File: config.mk
export PLATFORM = sky130hd
export DESIGN_NAME = dual_crc12_crc14_trailer_top
export DESIGN_NICKNAME = d
export VERILOG_FILES = /design/src/sv/dcrc_pkg.sv /design/src/sv/dual_crc12_crc14_trailer_top.sv
export SDC_FILE = /design/constraint.sdc
export NUM_CORES = 1
export LEC_CHECK = 0
export BUFFER_PORTS_ARGS = -buffer_cell sky130_fd_sc_hd__buf_4
export CAP_MARGIN = 10
export CORE_MARGIN = 3
export CORE_UTILIZATION = 45
export DETAILED_ROUTE_END_ITERATION = 10
export GPL_TIMING_DRIVEN = 1
export MAX_ROUTING_LAYER = met4
export PLACE_DENSITY_LB_ADDON = 0.05
export SKIP_LAST_GASP = 1
export SLEW_MARGIN = 20
export SYNTH_ARGS = -nofsm -noshare
export SYNTH_HDL_FRONTEND = slang
export SYNTH_SLANG_ARGS = --single-unit
export TNS_END_PERCENT = 10
File: constraint.sdc
create_clock -name clk -period 5.9 [get_ports clk]
set_clock_uncertainty 0.2 [all_clocks]
set_input_delay 0.59 -clock clk [delete_from_list [all_inputs] [get_ports clk]]
set_output_delay 0.59 -clock clk [all_outputs]
set_load 0.01 [all_outputs]
File: src/sv/dcrc_pkg.sv
`timescale 1ns / 1ps

package dcrc_pkg;

    localparam int unsigned BYTE_W  = 8;
    localparam int unsigned CRC12_W = 12;
    localparam int unsigned CRC14_W = 14;
    localparam int unsigned TRL_W   = 32;
    localparam int unsigned PAD_W   = TRL_W - CRC12_W - CRC14_W;
    localparam int unsigned HALF12  = CRC12_W / 2;

    localparam logic [CRC12_W-1:0] CRC12_POLY       = 12'h80F;
    localparam logic [CRC14_W-1:0] CRC14_POLY_RESET = 14'd1;

    typedef struct packed {
        logic [BYTE_W-1:0] data_byte;
        logic              end_of_message;
    } in_word_t;

    typedef struct packed {
        logic [BYTE_W-1:0] out_byte;
        logic              is_trailer;
        logic              last;
    } out_word_t;

    function automatic logic [CRC12_W-1:0] crc12_byte(
        input logic [CRC12_W-1:0] crc,
        input logic [BYTE_W-1:0]  data
    );
        logic [CRC12_W-1:0] c;
        logic               fb;
        c = crc;
        for (int i = BYTE_W - 1; i >= 0; i--)
        begin
            fb = data[i] ^ c[CRC12_W-1];
            c  = {c[CRC12_W-2:0], 1'b0} ^ (fb ? CRC12_POLY : '0);
        end
        return c;
    endfunction

    function automatic logic [CRC14_W-1:0] crc14_byte(
        input logic [CRC14_W-1:0] crc,
        input logic [BYTE_W-1:0]  data,
        input logic [CRC14_W-1:0] taps
    );
        logic [CRC14_W-1:0] c;
        logic               fb;
        c = crc;
        for (int i = BYTE_W - 1; i >= 0; i--)
        begin
            fb = data[i] ^ c[CRC14_W-1];
            c  = {c[CRC14_W-2:0], 1'b0} ^ (fb ? taps : '0);
        end
        return c;
    endfunction

    function automatic logic [CRC14_W-1:0] crc14_half(
        input logic [CRC14_W-1:0] crc,
        input logic [HALF12-1:0]  data,
        input logic [CRC14_W-1:0] taps
    );
        logic [CRC14_W-1:0] c;
        logic               fb;
        c = crc;
        for (int i = HALF12 - 1; i >= 0; i--)
        begin
            fb = data[i] ^ c[CRC14_W-1];
            c  = {c[CRC14_W-2:0], 1'b0} ^ (fb ? taps : '0);
        end
        return c;
    endfunction

endpackage

File: src/sv/dual_crc12_crc14_trailer_top.sv
`timescale 1ns / 1ps

// Passes message bytes through, most significant bit first into a CRC-12
// (polynomial 0x80F) and a CRC-14 whose taps come from the poly register, and
// appends a four-byte trailer (CRC-12, CRC-14 over the message and the CRC-12,
// six zero pad bits) after the byte marked end_of_message. One byte is taken
// per cycle while the input is not stalled, each word appearing at the output
// in the cycle after acceptance. After the final byte of a frame the input
// is stalled while ST_MIX_HI and ST_MIX_LO fold the CRC-12 into the CRC-14,
// six bits a cycle, and while ST_EMIT sends the four trailer words, one per
// cycle as the output takes them. Both CRC registers are cleared for the next
// frame. The poly register should be written only between frames.
module dual_crc12_crc14_trailer_top
(
    input  logic                                clk,
    input  logic                                rst_n,
    input  logic                                poly_we,
    input  logic [dcrc_pkg::CRC14_W-1:0]        poly_wdata,
    input  logic                                data_valid,
    output logic                                data_stall,
    input  dcrc_pkg::in_word_t                  data,
    output logic                                result_valid,
    input  logic                                result_stall,
    output dcrc_pkg::out_word_t                 result
);

    typedef enum logic [1:0]
    {
        ST_IDLE,
        ST_MIX_HI,
        ST_MIX_LO,
        ST_EMIT
    } state_t;

    state_t                          state_reg, state_next;
    logic [dcrc_pkg::CRC14_W-1:0]    poly_reg, poly_next;
    logic [dcrc_pkg::CRC12_W-1:0]    crc12_reg, crc12_next;
    logic [dcrc_pkg::CRC14_W-1:0]    crc14_reg, crc14_next;
    logic [dcrc_pkg::TRL_W-1:0]      trailer_reg, trailer_next;
    logic [1:0]                      idx_reg, idx_next;
    logic                            res_valid_reg, res_valid_next;
    dcrc_pkg::out_word_t             res_reg, res_next;

    logic                            out_free;
    logic                            in_acc;
    logic [dcrc_pkg::CRC14_W-1:0]    taps;
    logic [dcrc_pkg::CRC14_W-1:0]    crc14_fold;

    assign out_free     = !res_valid_reg || !result_stall;
    assign data_stall   = !out_free || (state_reg != ST_IDLE);
    assign in_acc       = data_valid && !data_stall;
    assign taps         = {poly_reg[dcrc_pkg::CRC14_W-1:1], 1'b1};
    assign result_valid = res_valid_reg;
    assign result       = res_reg;
    assign crc14_fold   = dcrc_pkg::crc14_half(crc14_reg,
                              crc12_reg[dcrc_pkg::HALF12-1:0], taps);

    always_comb
    begin
        state_next     = state_reg;
        poly_next      = poly_we ? poly_wdata : poly_reg;
        crc12_next     = crc12_reg;
        crc14_next     = crc14_reg;
        trailer_next   = trailer_reg;
        idx_next       = idx_reg;
        res_valid_next = res_valid_reg && result_stall;
        res_next       = res_reg;
        case (state_reg)
            ST_IDLE:
            begin
                if (in_acc)
                begin
                    crc12_next          = dcrc_pkg::crc12_byte(crc12_reg, data.data_byte);
                    crc14_next          = dcrc_pkg::crc14_byte(crc14_reg, data.data_byte,
                                                               taps);
                    res_valid_next      = 1'b1;
                    res_next.out_byte   = data.data_byte;
                    res_next.is_trailer = 1'b0;
                    res_next.last       = 1'b0;
                    if (data.end_of_message)
                    begin
                        state_next = ST_MIX_HI;
                    end
                end
            end
            ST_MIX_HI:
            begin
                crc14_next = dcrc_pkg::crc14_half(crc14_reg,
                    crc12_reg[dcrc_pkg::CRC12_W-1:dcrc_pkg::HALF12], taps);
                state_next = ST_MIX_LO;
            end
            ST_MIX_LO:
            begin
                trailer_next = {crc12_reg, crc14_fold, {dcrc_pkg::PAD_W{1'b0}}};
                crc12_next   = '0;
                crc14_next   = '0;
                idx_next     = '0;
                state_next   = ST_EMIT;
            end
            ST_EMIT:
            begin
                if (out_free)
                begin
                    res_valid_next      = 1'b1;
                    res_next.out_byte   = trailer_reg[dcrc_pkg::TRL_W-1 -: dcrc_pkg::BYTE_W];
                    res_next.is_trailer = 1'b1;
                    res_next.last       = (idx_reg == 2'd3);
                    trailer_next        = trailer_reg << dcrc_pkg::BYTE_W;
                    idx_next            = idx_reg + 2'd1;
                    if (idx_reg == 2'd3)
                    begin
                        state_next = ST_IDLE;
                    end
                end
            end
            default:
            begin
                state_next = ST_IDLE;
            end
        endcase
    end

    always_ff @(posedge clk or negedge rst_n)
    begin
        if (!rst_n)
        begin
            state_reg     <= ST_IDLE;
            poly_reg      <= dcrc_pkg::CRC14_POLY_RESET;
            crc12_reg     <= '0;
            crc14_reg     <= '0;
            trailer_reg   <= '0;
            idx_reg       <= '0;
            res_valid_reg <= 1'b0;
            res_reg       <= '0;
        end
        else
        begin
            state_reg     <= state_next;
            poly_reg      <= poly_next;
            crc12_reg     <= crc12_next;
            crc14_reg     <= crc14_next;
            trailer_reg   <= trailer_next;
            idx_reg       <= idx_next;
            res_valid_reg <= res_valid_next;
            res_reg       <= res_next;
        end
    end

    // The final trailer word is loaded on the same edge that returns to idle.
    assert property (@(posedge clk) disable iff (!rst_n)
        (result_valid && result.last) |-> (result.is_trailer && state_reg == ST_IDLE))
        else $error("last word without trailer or outside idle");

    assert property (@(posedge clk) disable iff (!rst_n)
        (in_acc && data.end_of_message) |=> (state_reg == ST_MIX_HI))
        else $error("final byte did not start the trailer");

    assert property (@(posedge clk) disable iff (!rst_n)
        (state_reg != ST_IDLE) |-> data_stall)
        else $error("input taken while trailer pending");

    assert property (@(posedge clk) disable iff (!rst_n)
        (state_reg == ST_MIX_LO) |=> (crc12_reg == '0 && crc14_reg == '0))
        else $error("CRC registers not cleared after frame");

endmodule

==> out/results.tsv <==
stage	metric	value	unit
yosys	syn_nets	1142	
detailed_routing	drcViolationCount	0	
placement	placed_cells	1319	
global_routing	grt_first_pass_wirelength	40540	um
timing	fin_ws	1044	ps
clock_tree	root_buffer	clkbuf_16	
global_routing	gr-total-overflow	0	
floorplanning	initial_core_util	0.4673	
final_layout	syn_to_final_growth	9.217	%
final_layout	nets	1137	
critical_path	worst_path_most_repeated_cell	xnor2_1	
yosys	synth_top_family_by_area	XOR/XNOR gates	
detailed_routing	drt_first_pass_iters	4	
timing	hold_viol	0	
yosys	synth-compound-area-share	0.1670	
floorplanning	die_x	144.0	um
yosys	synth_top_area_cell	dfrtp_1	
global_routing	grt_max_degree	67	
final_layout	largest_register_ffs	26	
floorplanning	rows	49	
critical_path	cp_max_fo	14	
placement	place_area	9027	um^2
clock_tree	cts_setup_buffers	0	
timing	fin_crit	4856	ps
critical_path	cp_cell_sequence	xor2_1, buf_4, nand2_1, a32o_1, xnor2_1, a21boi_0, o211ai_1, a21oi_1, xnor2_1, buf_4, nand2_1, xnor2_1, nor3_1, a221o_1	
detailed_routing	route.vias.total	7517	
critical_path	worstSetupPathType	flip-flop to flip-flop	
placement	place_congestion	0.8875	
clock_tree	cts.path.max_buffers	2	
yosys	avgSynthCellArea	7.738	um^2
timing	worst_pin_slew	1012	ps
global_routing	grt_usage	0.2636	
yosys	synth-adder-area-share	0.01022	
global_routing	grt_antenna_before_repair	0	
yosys	yosys.cell_types.count	61	
detailed_routing	wl_per_cell	19.47	um
yosys	synth_common_cells	nand2_1 (242), xnor2_1 (217), o21ai_0 (82)	
yosys	synthSimpleGateAreaFrac	0.1874	
clock_tree	cts_num_sinks	80	
job	cap_violations	0	
yosys	synth_seq_cells	80	
floorplanning	die_area	20730	um^2
timing	slew_viol_final	0	
timing	fin_crit_sh	0.8230	
placement	dpl.hpwl	18560	um
final_layout	multi_input_area	6180	um^2
placement	io_buffers	38	
critical_path	worstPathRequired	5930	ps
yosys	netlist_area	8566	um^2
critical_path	reg2regPathDepth	14	
clock_tree	htree_levels	3	
timing	tns	0	ps
final_layout	antenna_cells	0	
critical_path	slowest_stage	xnor2_1	
critical_path	cp-end-kind	flip-flop	
final_layout	final.fill_count	1823	
worst_hold_path	whs_path_depth	3	
critical_path	slowest_delay	800	ps
yosys	yosysMostFrequentCell	nand2_1	
clock_tree	cts.clk_slew.worst_paths	70	ps
yosys	ys.flop_type	dfrtp_1	
critical_path	arrival	4890	ps
timing	max_freq	0.2059	GHz
clock_tree	cts_buffers	9	
clock_tree	cts_tree	built	
yosys	synth_edf_count	0	
timing	max_slew_margin	0.3205	
floorplanning	die_height	144.0	um
timing	finalSetupViolations	0	
detailed_routing	drt-initial-drc-count	496	
timing	rsz0062_at_grt	false	
clock_tree	hold_buffers	1	
yosys	synth_xor_area_frac	0.3089	
placement	pre_cts_slack	937.9	ps
detailed_routing	routed_wl	26010	um
detailed_routing	avgViaCountPerCell	5.626	
final_layout	fin_cells	1336	
yosys	synth_cells	1107	
yosys	synth.top_cells.by_area	dfrtp_1 (23%), xnor2_1 (22%), nand2_1 (11%)	
yosys	synth_mux_area_frac	0.04777	
final_layout	seq_area	2003	um^2
critical_path	critPathLaunchType	flip-flop	
floorplanning	core-area	18330	um^2
yosys	ys_async_sr_fraction	1.000	
global_routing	grt_pass1_vias	6910	
clock_tree	worstSkewPairLatency	350	ps
yosys	yosysWarningCount	0	
detailed_routing	ant_nets	0	
final_layout	stdcell_area	9355	um^2
status	outcome	completed	
yosys	synth_top_area_frac	0.2337	
clock_tree	cts-resized-gates	0	
final_layout	drive_above_1_share	0.09575	
yosys	yosysSeqAreaShare	0.2337	
worst_hold_path	min_path_type	input port to flip-flop	
floorplanning	ios	40	
## routing by layer
layer  vias up  track usage  wire, um  part of all wire
met5         -            -         0                 0
met4         0      0.08523       821             0.032
met3        46      0.03927      1522             0.059
met2       218       0.4089     11800              0.45
met1      3549       0.3544     11870              0.46
li1       3704            -         -                 -
## critical path, delay by kind of cell (launching register included)
family / cells / cell delay, ps
AO/OA/AOI/OAI: 5 / 1330
XOR/XNOR: 4 / 1890
buffers and inverters: 2 / 560
flip-flops: 1 / 530
AND/OR/NAND/NOR: 3 / 220
## logic make-up (layout without fill, tap and decap cells)
kind of cell | after synthesis | in the layout
AND/OR/NAND/NOR | 383 | 383
XOR/XNOR | 279 | 279
AO/OA/AOI/OAI | 219 | 219
buffers and inverters | 99 | 99
flip-flops | 80 | 80
multiplexers | 40 | 40
adder cells (fa/ha/maj) | 7 | 7
## layout make-up
class / count / share of cell area
Clock inverter: 5 / 0.006821
Timing Repair Buffer: 68 / 0.05483
Clock buffer: 11 / 0.02702
Multi-Input combinational cell: 928 / 0.6606
Tap cell: 229 / 0.03063
Sequential cell: 80 / 0.2141
Inverter: 15 / 0.006018
## through the flow
stage / hold WS, ps / util
after global routing: 246.1 / 0.5103
after global placement: 261.0 / 0.4925
after floorplan: 94.41 / -
after detailed placement: 264.8 / 0.4925
after CTS: 234.9 / 0.5103
final: 242.2 / 0.5103
## cell usage in the layout, fill, tap and decap left out, drive strengths merged, types with 7 or more instances in the layout
cell    instances
and2           10
o211ai         21
a21oi          28
nor2           51
o21ai          86
ha              7
buf            67
nand3          32
o21a            7
xnor2         219
nand2         242
inv            13
xor2           48
clkbuf         11
mux2            7
nor3           25
mux2i          33
xnor3           9
a31oi          10
dfrtp          80
a211oi          8
a22oi          10
## final timing paths
kind                                                  start                          end  slack (ps)
max in group asynchronous                             rst_n     crc14_reg[5]$_DFFE_PN0P_        3940
worst max-delay path              crc14_reg[13]$_DFFE_PN0P_     crc14_reg[3]$_DFFE_PN0P_        1040
min in group asynchronous                             rst_n        result[7]$_DFFE_PN0P_         430
worst min-delay path                          poly_wdata[9]      poly_reg[9]$_DFFE_PN0P_         240
worst max register to register    crc14_reg[13]$_DFFE_PN0P_     crc14_reg[3]$_DFFE_PN0P_        1040
worst min register to register  trailer_reg[25]$_DFFE_PN0P_  trailer_reg[25]$_DFFE_PN0P_         280
Power is not shown: default switching activity piles up to over one toggle a cycle in this logic, so the estimate is an artifact.
